File: config.mk
export PLATFORM = sky130hd
export DESIGN_NAME = tcs_dly
export DESIGN_NICKNAME = d
export VERILOG_FILES = /design/src/rtl/tcs_dly.sv
export SDC_FILE = /design/constraint.sdc
export NUM_CORES = 1
export LEC_CHECK = 0
export ABC_CLOCK_PERIOD_IN_PS = 850
export BUFFER_PORTS_ARGS = -buffer_cell sky130_fd_sc_hd__buf_2
export CAP_MARGIN = 20
export CORE_ASPECT_RATIO = 1.75
export CORE_MARGIN = 5
export CORE_UTILIZATION = 41
export DETAILED_ROUTE_END_ITERATION = 7
export PLACE_DENSITY = 0.77
export REMOVE_ABC_BUFFERS = 1
export SETUP_SLACK_MARGIN = 0.15
export SLEW_MARGIN = 30
export SYNTH_ARGS = -nofsm -noshare
export SYNTH_HDL_FRONTEND = slang
export SYNTH_SLANG_ARGS = --single-unit
export TNS_END_PERCENT = 1
File: constraint.sdc
create_clock -name i_clk -period 0.85 [get_ports i_clk]
set_input_delay 0.085 -clock i_clk [delete_from_list [all_inputs] [get_ports i_clk]]
set_output_delay 0.085 -clock i_clk [all_outputs]
set_load 0.005 [all_outputs]
File: src/rtl/tcs_dly.sv
// ----------------------------------------------------------------------------
// tcs_dly
// Enabled delay line that carries a word alongside the pipeline.
// ----------------------------------------------------------------------------
module tcs_dly #(
    parameter int W = 32,
    parameter int D = 2
) (
    input  logic         i_clk,
    input  logic         i_en,
    input  logic [W-1:0] i_d,
    output logic [W-1:0] o_q
);

    logic [W-1:0] r_pipe [D];

    // Shift the word one stage per advance
    always_ff @(posedge i_clk) begin
        if (i_en) begin
            r_pipe[0] <= i_d;
            for (int k = 1; k < D; k++) begin
                r_pipe[k] <= r_pipe[k-1];
            end
        end
    end

    assign o_q = r_pipe[D-1];

endmodule

==> out/qor.csv <==
stage,metric,value,unit
final_layout,share of cells above drive strength 1,0.442,
placement,GP Congestion,0.785,
yosys,Seq cells post-synth,64,
worst_setup_path,CP bufs+invs,1,
yosys,Mapped Cells,96,
yosys,synthesized area,0.00216,mm2
die,die footprint,0.00688,mm2
clock_tree,CTS resizes,0,
clock_tree,Clock transition at path regs,60,ps
worst_hold_path,worst hold stages,2,
worst_setup_path,arrival time at the worst endpoint,870,ps
clock_tree,H-Tree Depth,3,
final_layout,"Net count, final",210,
power_and_ir_drop,clock group share of total power,0.354,
global_routing,Total GRT Usage,0.119,
worst_setup_path,worst reg2reg path endpoint,r_pipe[0][34],
final_layout,Largest Register,r_pipe,
drt,drt total wl,3750,um
clock_tree,CTS Buf Count,9,
power_and_ir_drop,Sequential Power Share,0.585,
placement,Post-Place Cells,188,
power_and_ir_drop,sw frac,0.187,
worst_setup_path,"delay-heaviest family, CP",flip-flops,
worst_setup_path,R2R Path Start,r_pipe[0][2],
clock_tree,Clock Tree Root,clkbuf_8,
worst_setup_path,Critical Path Start Type,register,
worst_setup_path,FF-to-FF path depth,0,
final_layout,antenna cells,0,
die,Ports,66,
yosys,synth unique cells,2,
drt,via total after detailed routing,1034,
timing,FMAX,1050,MHz
die,Die X-Extent,64.9,um
final_layout,fin cells,236,
die,Chip Height,106,um
drt,routed len/inst,15.9,um
worst_setup_path,crit path capture type,output port,
final_layout,Multi-input gate area,0,um2
worst_setup_path,Worst Path Max Fanout,1,
clock_tree,Post-CTS Repair Setup Buffers,0,
drt,Via density,4.38,
worst_setup_path,CP Class,register to output port,
run_status,status,"finished, violations left",
timing,final hold viol count,0,
global_routing,largest net degree at the start of global routing,28,
final_layout,fillers,376,
worst_setup_path,slowest CP cell,edfxtp_1,
final_layout,count of multi-input gates,0,
worst_setup_path,WP data required,760,ps
die,# rows,35,
placement,number of port buffers,65,
timing,Rel. slew slack,0.900,
die,core area,0.00521,mm2
timing,post-route clock period utilization,1.12,
global_routing,vias in the first global route,1159,
drt,Routed Antenna Nets,0,
worst_setup_path,crit path cell chain,buf_2,
yosys,Synth Warn #,0,
drt,number of DRC markers in iteration 0,31,
global_routing,initial antenna violation count,0,
power_and_ir_drop,Tot Pwr,6500,uW
worst_setup_path,CP peak stage delay,400,ps
final_layout,Layout area overhead,32.7,%
timing,RSZ-0062 raised after global routing,yes,
power_and_ir_drop,leakage,0.00113,uW
clock_tree,Clock Latency Late Sink,320,ps
power_and_ir_drop,Pint,5290,uW
final_layout,number of flip-flops in the largest register,64,
timing,Final Max Tran Viols,0,
clock_tree,CTS max path bufs,2,
yosys,post-synthesis average cell area,22.5,um2
final_layout,biggest regs,r_pipe x64,
drt,DRC,0,
timing,# setup viols final,32,
worst_hold_path,HP Start,i_en,
drt,drt pass-1 iters,4,
yosys,sequential share of the synthesized area,0.889,
power_and_ir_drop,Comb pwr share,0.061,
global_routing,first-pass GRT wire length,5740,um
flow_run,MaxCap Viol Count,0,
clock_tree,CTS Sinks,64,
worst_hold_path,Hold Path End,r_pipe[0][21],
worst_hold_path,HP Class,primary input to register,
die,Initial Utilization,0.415,
power_and_ir_drop,Worst VDD drop,1300,uV
clock_tree,CTS tree,done,
timing,min Tclk post-route,952,ps
power_and_ir_drop,Psw,1220,uW
global_routing,total gr overflow,0,
run_status,violated checks,setup timing,
power_and_ir_drop,Pwr Density,2270,mW/mm2
timing,Worst Max-Slew Pin Slew,150,ps
timing,Clock Skews,3.68,ps
worst_setup_path,R2R Setup Slk,200,ps
timing,post-route setup slack,-102,ps
## stage by stage
stage	TNS (ps)	hold slack [ps]	util	area, um2	worst slack [ps]
5_1_grt	-3180	233	0.551	2870	-141
3_3_place_gp	0	264	0.455	2370	85.8
4_1_cts	-2710	227	0.551	2870	-123
3_5_place_dp	0	263	0.455	2370	62.2
6_report	-1900	234	0.551	2870	-102
2_1_floorplan	0	184	-	1920	261
## worst max-delay path by stage
| stage | startpoint | end | slack (ps) | cells past startpoint |
|---|---|---|---|---|
| 3_5_place_dp | i_en | r_pipe[0][26] | 60 | 2 |
| 2_1_floorplan | r_pipe[0][0] | r_pipe[0][32] | 260 | 0 |
| 4_1_cts | r_pipe[0][47] | o_q[15] | -120 | 1 |
| 5_1_grt | r_pipe[0][47] | o_q[15] | -140 | 1 |
| 6_report | r_pipe[0][49] | o_q[17] | -100 | 1 |
| 3_3_place_gp | i_en | r_pipe[0][56] | 90 | 2 |
## layout make-up
class	count	area [um2]	area share
clock buffer	10	128	0.0445
tap	55	68.8	0.0240
sequential	64	1920	0.670
timing repair buffer	101	701	0.244
clock inverter	6	50.0	0.0174
## routing by layer
metal / wire length [um] / GRT usage / vias up
met1: 1280 / 0.120 / 498
met4: 104 / 0.0877 / 0
met5: 0 / 0 / -
met3: 251 / 0.0433 / 8
met2: 2120 / 0.196 / 42
li1: - / - / 486
## cells in the mapped netlist
master    instances  area (um2)
buf_4            32         240
edfxtp_1         64        1920
## placed cells by master (no fill, tap or decap)
cell type,count
buf_2,65
clkbuf_8,9
buf_4,2
bufinv_16,1
dlygate4sd3_1,32
clkinv_1,4
clkbuf_1,1
clkinv_2,1
edfxtp_1,64
buf_12,2
## repair_timing
action / 4_1_cts / 5_1_grt
hold buffers: 32 / 0
endpoints found under the setup margin: 32 / 32
pin swaps: 0 / 0
endpoints found under the hold margin: 32 / 0
## power by group through the flow
stage / Combinational [uW] / Clock, uW / Sequential (uW)
floorplan: 0 / 0 / 3870
global placement: 269 / 0 / 3860
detailed placement: 283 / 0 / 3880
CTS: 399 / 2390 / 3810
global route: 427 / 2520 / 3830
finish: 395 / 2300 / 3810
## kinds of logic (layout without fill, tap and decap cells)
group,Yosys count,in the layout,synth area share
flip-flops,64,64,0.889
buffers and inverters,32,117,0.111
(Power assumes the default switching activity.)
